File: config.mk
export PLATFORM = sky130hd
export DESIGN_NAME = hsv_to_rgb_color_unit
export DESIGN_NICKNAME = d
export VERILOG_FILES = /design/src/sv/hsv2rgb_pkg.sv /design/src/sv/hsv2rgb_ctrl.sv /design/src/sv/hsv2rgb_hue.sv /design/src/sv/hsv2rgb_level.sv /design/src/sv/hsv_to_rgb_color_unit.sv
export VERILOG_INCLUDE_DIRS = /design/src /design/src/sv
export SDC_FILE = /design/constraint.sdc
export NUM_CORES = 2
export LEC_CHECK = 0
export ABC_AREA = 1
export BUFFER_PORTS_ARGS = -buffer_cell sky130_fd_sc_hd__buf_2
export CAP_MARGIN = 40
export CORE_MARGIN = 3
export CORE_UTILIZATION = 65
export CTS_CLUSTER_SIZE = 25
export DETAILED_ROUTE_END_ITERATION = 10
export GPL_TIMING_DRIVEN = 0
export PLACE_DENSITY = 0.82
export SYNTH_ARGS = -nofsm -noshare
export SYNTH_HDL_FRONTEND = slang
export SYNTH_HIERARCHICAL = 1
export SYNTH_SLANG_ARGS = --single-unit
File: constraint.sdc
create_clock -name clk -period 7.6 [get_ports clk]
set_clock_uncertainty 0.05 [all_clocks]
set_input_delay 0 -clock clk [delete_from_list [all_inputs] [get_ports clk]]
set_output_delay 0 -clock clk [all_outputs]
set_load 0.01 [all_outputs]
File: src/sv/hsv_to_rgb_color_unit_macros.svh
`ifndef HSV_TO_RGB_COLOR_UNIT_MACROS_SVH
`define HSV_TO_RGB_COLOR_UNIT_MACROS_SVH

// same-cycle implication, checked on clk while out of reset
`define HSV_ASSERT_NOW(label, ante, cons, msg) \
    label: assert property (@(posedge clk) disable iff (!rst_n) (ante) |-> (cons)) \
        else $error(msg);

// next-cycle implication, checked on clk while out of reset
`define HSV_ASSERT_NEXT(label, ante, cons, msg) \
    label: assert property (@(posedge clk) disable iff (!rst_n) (ante) |=> (cons)) \
        else $error(msg);

`endif

File: src/sv/hsv2rgb_pkg.sv
`timescale 1ns / 1ps

package hsv2rgb_pkg;

    // pipeline depth and stage positions
    localparam int STAGES   = 7;
    localparam int ST_WRAP  = 0;
    localparam int ST_HUE   = 1;
    localparam int ST_SECT  = 2;
    localparam int ST_COEF  = 3;
    localparam int ST_PROD  = 4;
    localparam int ST_LEVEL = 5;
    localparam int ST_OUT   = 6;

    // hue reduction: offset is a multiple of 360 that makes any 16-bit hue positive
    localparam logic [16:0] HUE_OFFSET = 17'd33120;
    localparam logic [16:0] HUE_RECIP  = 17'd93207;     // ceil(2^25 / 360)
    localparam int          HUE_SHIFT  = 25;
    localparam logic [16:0] HUE_TURN   = 17'd360;

    // sector split: ceil(2^16 / 60)
    localparam logic [10:0] SEC_RECIP  = 11'd1093;
    localparam int          SEC_SHIFT  = 16;
    localparam logic [8:0]  SEC_DEG    = 9'd60;
    localparam logic [5:0]  SEC_DEG_6  = 6'd60;

    localparam logic [6:0]  PCT_MAX    = 7'd100;
    localparam logic [14:0] LEVEL_MAX  = 15'd255;
    localparam logic [12:0] PCT_DEG    = 13'd6000;

    // reciprocals for the three final divisions
    localparam logic [15:0] VV_RECIP   = 16'd41944;      // ceil(2^22 / 100)
    localparam int          VV_SHIFT   = 22;
    localparam logic [21:0] P_RECIP    = 22'd3435974;    // ceil(2^35 / 10000)
    localparam int          P_SHIFT    = 35;
    localparam logic [26:0] QT_RECIP   = 27'd117281241;  // ceil(2^46 / 600000)
    localparam int          QT_SHIFT   = 46;

    // hue sectors
    localparam logic [2:0] SEC_RED_YEL  = 3'd0;
    localparam logic [2:0] SEC_YEL_GRN  = 3'd1;
    localparam logic [2:0] SEC_GRN_CYAN = 3'd2;
    localparam logic [2:0] SEC_CYAN_BLU = 3'd3;
    localparam logic [2:0] SEC_BLU_MAG  = 3'd4;
    localparam logic [2:0] SEC_MAG_RED  = 3'd5;

    typedef struct packed {
        logic [STAGES-1:0] en;   // stage load enables
        logic [STAGES-1:0] vld;  // stage valid bits
    } pipe_ctl_t;

    typedef struct packed {
        logic [2:0]  sector;
        logic [5:0]  rem;
        logic [14:0] base;   // 255 * value
        logic [6:0]  sat;
    } hue_info_t;

    typedef struct packed {
        logic [2:0] sector;
        logic [7:0] vv;
        logic [7:0] p;
        logic [7:0] q;
        logic [7:0] t;
    } level_set_t;

endpackage

File: src/sv/hsv2rgb_ctrl.sv
`timescale 1ns / 1ps

module hsv2rgb_ctrl
    import hsv2rgb_pkg::*;
(
    input  logic      clk,
    input  logic      rst_n,
    input  logic      in_valid,
    input  logic      out_ready,
    output pipe_ctl_t ctl
);

    logic [STAGES-1:0] vld_reg;
    logic [STAGES-1:0] vld_next;
    logic [STAGES-1:0] en;

    // a stage loads when empty or when the one after it moves on
    always_comb
    begin
        en[STAGES-1] = !vld_reg[STAGES-1] || out_ready;
        for (int i = STAGES - 2; i >= 0; i--)
        begin
            en[i] = !vld_reg[i] || en[i+1];
        end
    end

    always_comb
    begin
        vld_next = vld_reg;
        if (en[0])
        begin
            vld_next[0] = in_valid;
        end
        for (int i = 1; i < STAGES; i++)
        begin
            if (en[i])
            begin
                vld_next[i] = vld_reg[i-1];
            end
        end
    end

    always_ff @(posedge clk or negedge rst_n)
    begin
        if (!rst_n)
        begin
            vld_reg <= '0;
        end
        else
        begin
            vld_reg <= vld_next;
        end
    end

    assign ctl.en  = en;
    assign ctl.vld = vld_reg;

endmodule

File: src/sv/hsv2rgb_hue.sv
`timescale 1ns / 1ps

module hsv2rgb_hue
    import hsv2rgb_pkg::*;
(
    input  logic        clk,
    input  pipe_ctl_t   ctl,
    input  logic [15:0] hue,
    input  logic [15:0] saturation,
    input  logic [15:0] brightness,
    output hue_info_t   info
);

    // stage: offset hue, quotient by 360, clamp percents
    logic [17:0] x_sum;
    logic [16:0] x_next;
    logic [33:0] quo_prod;
    logic [7:0]  quo_next;
    logic [6:0]  sat_next;
    logic [6:0]  val_next;
    logic [16:0] x_reg;
    logic [7:0]  quo_reg;
    logic [6:0]  sat1_reg;
    logic [6:0]  val_reg;

    function automatic logic [6:0] clamp_pct(input logic [15:0] pct);
        logic [6:0] res;
        if (pct[15])
        begin
            res = 7'd0;
        end
        else if (pct > {9'd0, PCT_MAX})
        begin
            res = PCT_MAX;
        end
        else
        begin
            res = pct[6:0];
        end
        return res;
    endfunction

    assign x_sum    = {{2{hue[15]}}, hue} + {1'b0, HUE_OFFSET};
    assign x_next   = x_sum[16:0];
    assign quo_prod = {17'd0, x_next} * {17'd0, HUE_RECIP};
    assign quo_next = quo_prod[HUE_SHIFT+7:HUE_SHIFT];
    assign sat_next = clamp_pct(saturation);
    assign val_next = clamp_pct(brightness);

    always_ff @(posedge clk)
    begin
        if (ctl.en[ST_WRAP])
        begin
            x_reg    <= x_next;
            quo_reg  <= quo_next;
            sat1_reg <= sat_next;
            val_reg  <= val_next;
        end
    end

    // stage: hue in 0..359, base = 255 * value
    logic [16:0] hu_full;
    logic [8:0]  hu_next;
    logic [14:0] base_next;
    logic [8:0]  hu_reg;
    logic [14:0] base2_reg;
    logic [6:0]  sat2_reg;

    assign hu_full   = x_reg - ({9'd0, quo_reg} * HUE_TURN);
    assign hu_next   = hu_full[8:0];
    assign base_next = {8'd0, val_reg} * LEVEL_MAX;

    always_ff @(posedge clk)
    begin
        if (ctl.en[ST_HUE])
        begin
            hu_reg    <= hu_next;
            base2_reg <= base_next;
            sat2_reg  <= sat1_reg;
        end
    end

    // stage: sector and position inside it
    logic [19:0] sec_prod;
    logic [2:0]  sector_next;
    logic [8:0]  rem_full;
    hue_info_t   info_reg;

    assign sec_prod    = {11'd0, hu_reg} * {9'd0, SEC_RECIP};
    assign sector_next = sec_prod[SEC_SHIFT+2:SEC_SHIFT];
    assign rem_full    = hu_reg - ({6'd0, sector_next} * SEC_DEG);

    always_ff @(posedge clk)
    begin
        if (ctl.en[ST_SECT])
        begin
            info_reg.sector <= sector_next;
            info_reg.rem    <= rem_full[5:0];
            info_reg.base   <= base2_reg;
            info_reg.sat    <= sat2_reg;
        end
    end

    assign info = info_reg;

endmodule

File: src/sv/hsv2rgb_level.sv
`timescale 1ns / 1ps

module hsv2rgb_level
    import hsv2rgb_pkg::*;
(
    input  logic       clk,
    input  pipe_ctl_t  ctl,
    input  hue_info_t  info,
    output level_set_t levels
);

    // stage: channel coefficients and vv
    logic [12:0] srem_q;
    logic [5:0]  rem_t;
    logic [12:0] srem_t;
    logic [30:0] vv_prod;
    logic [14:0] base4_reg;
    logic [12:0] aq_reg;
    logic [12:0] at_reg;
    logic [6:0]  pn_reg;
    logic [7:0]  vv4_reg;
    logic [2:0]  sec4_reg;

    assign srem_q  = {6'd0, info.sat} * {7'd0, info.rem};
    assign rem_t   = SEC_DEG_6 - info.rem;
    assign srem_t  = {6'd0, info.sat} * {7'd0, rem_t};
    assign vv_prod = {16'd0, info.base} * {15'd0, VV_RECIP};

    always_ff @(posedge clk)
    begin
        if (ctl.en[ST_COEF])
        begin
            base4_reg <= info.base;
            aq_reg    <= PCT_DEG - srem_q;
            at_reg    <= PCT_DEG - srem_t;
            pn_reg    <= PCT_MAX - info.sat;
            vv4_reg   <= vv_prod[VV_SHIFT+7:VV_SHIFT];
            sec4_reg  <= info.sector;
        end
    end

    // stage: scaled numerators
    logic [21:0] np_reg;
    logic [27:0] nq_reg;
    logic [27:0] nt_reg;
    logic [7:0]  vv5_reg;
    logic [2:0]  sec5_reg;

    always_ff @(posedge clk)
    begin
        if (ctl.en[ST_PROD])
        begin
            np_reg   <= {7'd0, base4_reg} * {15'd0, pn_reg};
            nq_reg   <= {13'd0, base4_reg} * {15'd0, aq_reg};
            nt_reg   <= {13'd0, base4_reg} * {15'd0, at_reg};
            vv5_reg  <= vv4_reg;
            sec5_reg <= sec4_reg;
        end
    end

    // stage: divide by 10000 and 600000 through reciprocals
    logic [43:0] p_prod;
    logic [54:0] q_prod;
    logic [54:0] t_prod;
    level_set_t  lvl_reg;

    assign p_prod = {22'd0, np_reg} * {22'd0, P_RECIP};
    assign q_prod = {27'd0, nq_reg} * {28'd0, QT_RECIP};
    assign t_prod = {27'd0, nt_reg} * {28'd0, QT_RECIP};

    always_ff @(posedge clk)
    begin
        if (ctl.en[ST_LEVEL])
        begin
            lvl_reg.sector <= sec5_reg;
            lvl_reg.vv     <= vv5_reg;
            lvl_reg.p      <= p_prod[P_SHIFT+7:P_SHIFT];
            lvl_reg.q      <= q_prod[QT_SHIFT+7:QT_SHIFT];
            lvl_reg.t      <= t_prod[QT_SHIFT+7:QT_SHIFT];
        end
    end

    assign levels = lvl_reg;

endmodule

File: src/sv/hsv_to_rgb_color_unit.sv
`timescale 1ns / 1ps
// hsv to rgb color unit: converts one hsv color per transaction into 8-bit
// red, green and blue. hue is any signed 16-bit angle in degrees and is
// wrapped into 0..359; saturation and brightness are signed percents that
// are clamped into 0..100. the channel levels are exact integer results
// truncated toward zero. the pipeline is seven register stages deep, and
// one transaction is taken every cycle while the output side keeps up.
// each stage has its own valid bit and loads when it is empty or moving
// on, so bubbles close up and the input keeps flowing while a finished
// result waits on the output register.

`include "hsv_to_rgb_color_unit_macros.svh"

module hsv_to_rgb_color_unit
    import hsv2rgb_pkg::*;
(
    input  logic        clk,
    input  logic        rst_n,
    input  logic        s_tvalid,
    output logic        s_tready,
    input  logic [47:0] s_tdata,   // hue [15:0], saturation [31:16], brightness [47:32]
    output logic        m_tvalid,
    input  logic        m_tready,
    output logic [23:0] m_tdata    // red [7:0], green [15:8], blue [23:16]
);

    pipe_ctl_t  ctl;
    hue_info_t  info;
    level_set_t levels;

    // valid and load-enable chain for all stages
    hsv2rgb_ctrl u_ctrl (
        .clk       (clk),
        .rst_n     (rst_n),
        .in_valid  (s_tvalid),
        .out_ready (m_tready),
        .ctl       (ctl)
    );

    // stages one to three: hue wrap, sector, clamped percents
    hsv2rgb_hue u_hue (
        .clk        (clk),
        .ctl        (ctl),
        .hue        (s_tdata[15:0]),
        .saturation (s_tdata[31:16]),
        .brightness (s_tdata[47:32]),
        .info       (info)
    );

    // stages four to six: vv, p, q and t levels
    hsv2rgb_level u_level (
        .clk    (clk),
        .ctl    (ctl),
        .info   (info),
        .levels (levels)
    );

    // final stage: the sector picks which level goes to which channel
    logic [7:0] red_next;
    logic [7:0] green_next;
    logic [7:0] blue_next;
    logic [7:0] red_reg;
    logic [7:0] green_reg;
    logic [7:0] blue_reg;

    always_comb
    begin
        unique case (levels.sector)
            SEC_RED_YEL:
            begin
                red_next   = levels.vv;
                green_next = levels.t;
                blue_next  = levels.p;
            end
            SEC_YEL_GRN:
            begin
                red_next   = levels.q;
                green_next = levels.vv;
                blue_next  = levels.p;
            end
            SEC_GRN_CYAN:
            begin
                red_next   = levels.p;
                green_next = levels.vv;
                blue_next  = levels.t;
            end
            SEC_CYAN_BLU:
            begin
                red_next   = levels.p;
                green_next = levels.q;
                blue_next  = levels.vv;
            end
            SEC_BLU_MAG:
            begin
                red_next   = levels.t;
                green_next = levels.p;
                blue_next  = levels.vv;
            end
            // magenta to red sector
            default:
            begin
                red_next   = levels.vv;
                green_next = levels.p;
                blue_next  = levels.q;
            end
        endcase
    end

    always_ff @(posedge clk)
    begin
        if (ctl.en[ST_OUT])
        begin
            red_reg   <= red_next;
            green_reg <= green_next;
            blue_reg  <= blue_next;
        end
    end

    // handshake
    assign s_tready = ctl.en[ST_WRAP];
    assign m_tvalid = ctl.vld[ST_OUT];
    assign m_tdata  = {blue_reg, green_reg, red_reg};

    // an accepted transaction always lands in the first stage
    `HSV_ASSERT_NEXT(a_accept_lands, s_tvalid && s_tready, ctl.vld[ST_WRAP], "accepted transaction lost at entry")

    // reciprocal split of the hue must give a sector below six and a position below sixty
    `HSV_ASSERT_NOW(a_sector_range, ctl.vld[ST_SECT], info.sector <= SEC_MAG_RED && info.rem < SEC_DEG_6, "hue sector out of range")

    // a delivered result with nothing behind it must not be shown again
    `HSV_ASSERT_NEXT(a_no_repeat, m_tvalid && m_tready && !ctl.vld[ST_LEVEL], !m_tvalid, "result repeated on output")

    // an empty stage is always free to load
    `HSV_ASSERT_NOW(a_empty_loads, !ctl.vld[ST_PROD], ctl.en[ST_PROD], "empty stage held")

endmodule
# [Word level (Yosys, flattened, before mapping)]
# Cells that the tools add are included.
[classes] n_addsub=7 multipliers=14 div=0 magnitude_cmp=2 eq_ne=4 shift=0 muxes=5 n_bitwise=0 n_reduce_logical=21
[op_table] op="28-bit by 27-bit multiplier with 54-bit output (second input constant)" n=2
[op_table] op="8-bit one-hot mux with 3 select lines" n=3
[op_table] op="15-bit by 13-bit multiplier with 28-bit output" n=2
[op_table] op="22-bit by 21-bit multiplier with 42-bit output (second input constant)" n=1
[op_table] op="17-bit by 17-bit multiplier with 33-bit output (second input constant)" n=1
[op_table] op="16-bit by 7-bit > comparator with 1-bit output (second input constant)" n=2
[op_table] op="15-bit by 13-bit multiplier with 27-bit output (second input constant)" n=1
[op_table] op="7-bit by 6-bit multiplier with 13-bit output" n=2
[op_table] op="13-bit subtractor (first input constant)" n=2
[op_table] op="15-bit by 7-bit multiplier with 22-bit output" n=1
[op_table] op="9-bit by 11-bit multiplier with 19-bit output (second input constant)" n=1
[op_table] op="16-bit by 17-bit adder with 17-bit output (second input constant)" n=1
[op_table] op="7-bit by 8-bit multiplier with 15-bit output (second input constant)" n=1
[op_table] op="7-bit two-way mux" n=2
[op_table] op="2-bit OR reduction" n=6
[op_table] op="9-bit subtractor" n=1
[op_table] op="8-bit by 6-bit multiplier with 6-bit output (second input constant)" n=1
[op_table] op="1-bit logical NOT" n=7
[op_table] op="1-bit logical OR" n=7
[op_table] op="7-bit subtractor (first input constant)" n=1
[op_table] op="3-bit by 2-bit == test with 1-bit output (second input constant)" n=2
[op_table] op="6-bit subtractor" n=1
[op_table] op="6-bit subtractor (first input constant)" n=1
[op_table] op="3-bit by 4-bit multiplier with 4-bit output (second input constant)" n=1
[op_table] op="3 further kinds" n=3
[word_totals] register_bits=307 latch_bits=0 mem_bits_rw=0 mem_bits_ro=0 inputBits=52 output_inout_bits=26 elab_cells=92 memories=0

# [Longest topological paths before layout]
[logic_depth] depth_word=8 depth_mapped=30 ltp_nobuf=30

# [Hierarchy]
# The synthesis kept the hierarchy.
[modules_own_cells] module="hsv2rgb_level" instances=1 cells_per_inst=7847 area_each_um2=65362.7 seq_area_each_um2=5435.2
[modules_own_cells] module="hsv2rgb_hue" instances=1 cells_per_inst=1270 area_each_um2=11168.2 seq_area_each_um2=2732.6
[modules_own_cells] module="hsv_to_rgb_color_unit" instances=1 cells_per_inst=224 area_each_um2=1619.1 seq_area_each_um2=720.7
[modules_own_cells] module="hsv2rgb_ctrl" instances=1 cells_per_inst=30 area_each_um2=306.5 seq_area_each_um2=175.2

# [Least setup slack after synthesis]
# OpenSTA, ideal clock, no wires.
[synth_path] kind="reg-to-reg" startpoint="register u_level.nq_reg[7]" endpoint="register u_level.lvl_reg, in the netlist u_level/levels[15] (data pin)" setup_ns=0.253 arrival_ns=5.194 required_ns=7.297 slack_ns=2.103 path_stages_with_launch=23 n_path_buf=0 synth_period_minus_slack_ns=5.497 path_cell_list="edfxtp_1 > inv_1 > fa_1 > xor2_1 > ha_1 > o21bai_1 > fa_1 > fa_1 > fa_1 > fa_1 > inv_1 > fa_1 > inv_1 > ha_1 > nand2_1 > nor2_2 > nand2_1 > nor2_1 > nand3_1 > nor2_1 > nand2_1 > nand4_1 > nand2_1"
[synth_via] elab_chain_len=1
[synth_lines] item="start, declared" line="hsv2rgb_level.sv:44" rtl="logic [27:0] nq_reg;"
[synth_lines] item="start signal, assigned" line="hsv2rgb_level.sv:54" rtl="nq_reg <= {13'd0, base4_reg} * {15'd0, aq_reg};"
[synth_lines] item="28-bit by 27-bit multiplier with 54-bit output" line="hsv2rgb_level.sv:68" rtl="assign q_prod = {27'd0, nq_reg} * {28'd0, QT_RECIP};"
[synth_lines] item="net u_level.q_prod[53]" line="hsv2rgb_level.sv:63" rtl="logic [54:0] q_prod;"
[synth_lines] item="end, declared" line="hsv2rgb_level.sv:65" rtl="level_set_t lvl_reg;"
# The timed path passes the listed nets, and every way through them passes these cells.
# A chain may end at the register's enable or synchronous reset.

# [Worst setup path after layout]
[layout_path] startpoint="register u_level.nq_reg[5]" endpoint="register u_level.lvl_reg, in the netlist u_level/levels[11] (data pin)"
# The elaborated chain is that of the path after synthesis.

==> qor.yml <==
outcome:
  outcome: "complete, no violations"
sta:
  setup_violations: 0
  finalCritPeriodShare_pct: 87.71
  rsz0062_at_grt: "false"
  tns_ns: 0
  slew_headroom_pct: 34.44
  timing.fmax_ghz: 0.1500
  fin_crit_ns: 6.666
  tightestPinTransition_ns: 0.9835
  hold_violations: 0
  slew_viol_final: 0
route:
  drt_iter0_drc: 4143
  drc: 0
  dr_total_vias: 59700
  via_per_inst: 5.346
  wl_per_cell_um: 18.65
  ant_nets: 0
  drt_wl_total_um: 208300
  dr.pass1.iters: 6
yosys:
  synth_seq_cells: 303
  synth_area_per_cell_um2: 8.372
  synth_nets: 11980
  synthArstFlopShare_pct: 2.310
  ys_seq_area_share_pct: 11.55
  synthFlopType: "edfxtp_1"
  synth_edf_count: 296
  ys_types: 56
  synthesis.area_mm2: 0.07846
  yosysWarnings: 6
  synth_cells: 9371
worst_setup_path:
  cp_common_cell: "fa_1"
  reg2reg_from: "u_level/nq_reg[5]$_DFFE_PP_"
  cp-end-kind: "register"
  rrSetupSlack_ns: 0.93
  cp_top_family: "adder cells"
  worstPathRequired_ns: 7.78
  cp-startpoint: "u_level/nq_reg[5]$_DFFE_PP_"
  crit_type: "reg2reg"
  crit_arrival_ns: 6.85
  start_kind: "register"
  path_buf_inv: 4
  worstPathCellList: "inv_1, fa_1, xor2_1, ha_1, o21bai_1, fa_1, fa_1, fa_1, fa_1, inv_1, fa_1, inv_1, ha_1, nand2_1, nor2_2, nand2_1, nor2_1, inv_1, nor2_1, nand2_1, nand4_1, nand2_1"
  crit_slowest_cell: "fa_1"
  critPathMaxStageDelay_ns: 0.66
  critPathMaxFanout: 8
floorplanning:
  die_w_um: 353.4
  io_pins: 78
  die-area_mm2: 0.1249
  die_h_um: 353.4
  initial_core_util_pct: 66.00
  core_area_mm2: 0.1189
  fp-row-count: 126
finish:
  postLayoutCoreUtil_pct: 69.62
  final_net_count: 12150
  largest_reg_flops: 35
  fin_cells: 11170
  drive_gt1_share_pct: 2.708
  syn2layout_area_growth_pct: 5.484
clock_network:
  htreeDepth: 2
  cts_buffers: 36
  clock_sinks: 303
  cts_tree: "built"
  clk_latency_ns: 0.59
  path_clk_slew_ns: 0.06
  cts_setup_buffers: 0
  cts_buffer_depth: 3
  cts_root_buffer: "clkbuf_16"
global_routing:
  antenna_found_initial: 1
  grt_max_degree: 46
  grt_use_total_pct: 34.45
  globalRouteOverflowTotal: 0
  grt_pass1_wl_um: 336600
  first_global_vias: 63390
place:
  hpwl_um: 182100
  port_buffers: 76
  finalWeightedCongestion: 1.002
  place_inst: 11060
hold_path:
  min-delay-start: "s_tdata[6]"
  hold_path.class: "in2reg"
flow_run:
  cap_violations: 0
## cell usage in the layout, fill, tap and decap left out, types with 64 or more instances in the layout
master,instances
inv_1,2897
nand2_1,1915
fa_1,1332
ha_1,1225
nor2_1,433
edfxtp_1,296
nand3_1,255
a21oi_1,249
xor2_1,139
o21ai_0,94
clkbuf_1,89
nand4_1,83
buf_2,81
o21bai_1,67
xnor2_1,64
## path summary, 6_finish.rpt
check / endpoint / cells past startpoint
worst max-delay path: u_level/levels[11]$_DFFE_PP_ / 22
worst max register to register: u_level/levels[11]$_DFFE_PP_ / 22
worst min-delay path: u_hue/x_reg[6]$_DFFE_PP_ / 4
max in group asynchronous: u_ctrl/vld_reg[2]$_DFFE_PN0P_ / 3
worst min register to register: u_hue/info[19]$_DFFE_PP_ / 0
min in group asynchronous: u_ctrl/vld_reg[6]$_DFFE_PN0P_ / 3
## per-stage QoR
stage / area [µm²] / hold slack (ns) / setup WS (ns)
detailed placement: 81030 / -0.1429 / 1.059
floorplan: 78460 / -0.3456 / 2.103
global route: 82750 / 0.1170 / 0.6939
global placement: 80840 / -0.1466 / 0.8269
finish: 82760 / 0.1078 / 0.9340
CTS: 82730 / 0.04667 / 1.032
## logic make-up after synthesis
kind of cell	after synthesis	synth area share (%)
buf+inv	3012	14.45
flops	303	11.55
xor+xnor	206	2.328
fa+ha+maj	2557	53.52
simple gates	2829	14.79
compound gates	464	3.355
## worst reg2reg max path, delay by kind of cell, from the launching register on
kind / cells / cell delay, ns
compound gates: 1 / 0.17
xor+xnor: 1 / 0.21
fa+ha+maj: 8 / 3.75
buf+inv: 4 / 0.39
flops: 1 / 0.63
simple gates: 8 / 1.12
## area by class of cell
cell class | instances | area [µm²]
plain buffers | 98 | 396.6
inverters | 2914 | 10940
flip-flops and latches | 303 | 9064
multi-input cells | 6056 | 58060
fillers | 9593 | 36110
clock buffers | 41 | 962.2
clock inverters | 25 | 334.1
diodes | 2 | 5.005
repair buffers | 127 | 997.2
well taps | 1600 | 2002
## synthesized netlist by cell type, types with 83 or more instances
| library cell | instances | share of area [%] |
|---|---|---|
| fa_1 | 1332 | 34 |
| nor2_1 | 433 | 2.1 |
| edfxtp_1 | 296 | 11 |
| nand4_1 | 83 | 0.66 |
| clkbuf_1 | 86 | 0.41 |
| inv_1 | 2898 | 14 |
| nand2_1 | 1916 | 9.2 |
| ha_1 | 1225 | 20 |
| o21ai_0 | 94 | 0.60 |
| nand3_1 | 255 | 1.6 |
| a21oi_1 | 249 | 1.6 |
| xor2_1 | 139 | 1.6 |
## layer usage
layer	vias to the layer above	global-route usage [%]	wire (µm)
met5	-	0	0
met4	0	14.57	10930
met2	2146	58.14	98140
li1	28100	-	-
met3	494	4.626	14870
met1	28950	44.88	84330
## what timing repair did
item,4_1_cts,5_1_grt
resized for setup,0,0
hold buffers,40,0
endpoints found under the hold margin,46,0
Power is not shown: default switching activity piles up to over one toggle a cycle in this logic, so the estimate is an artifact.
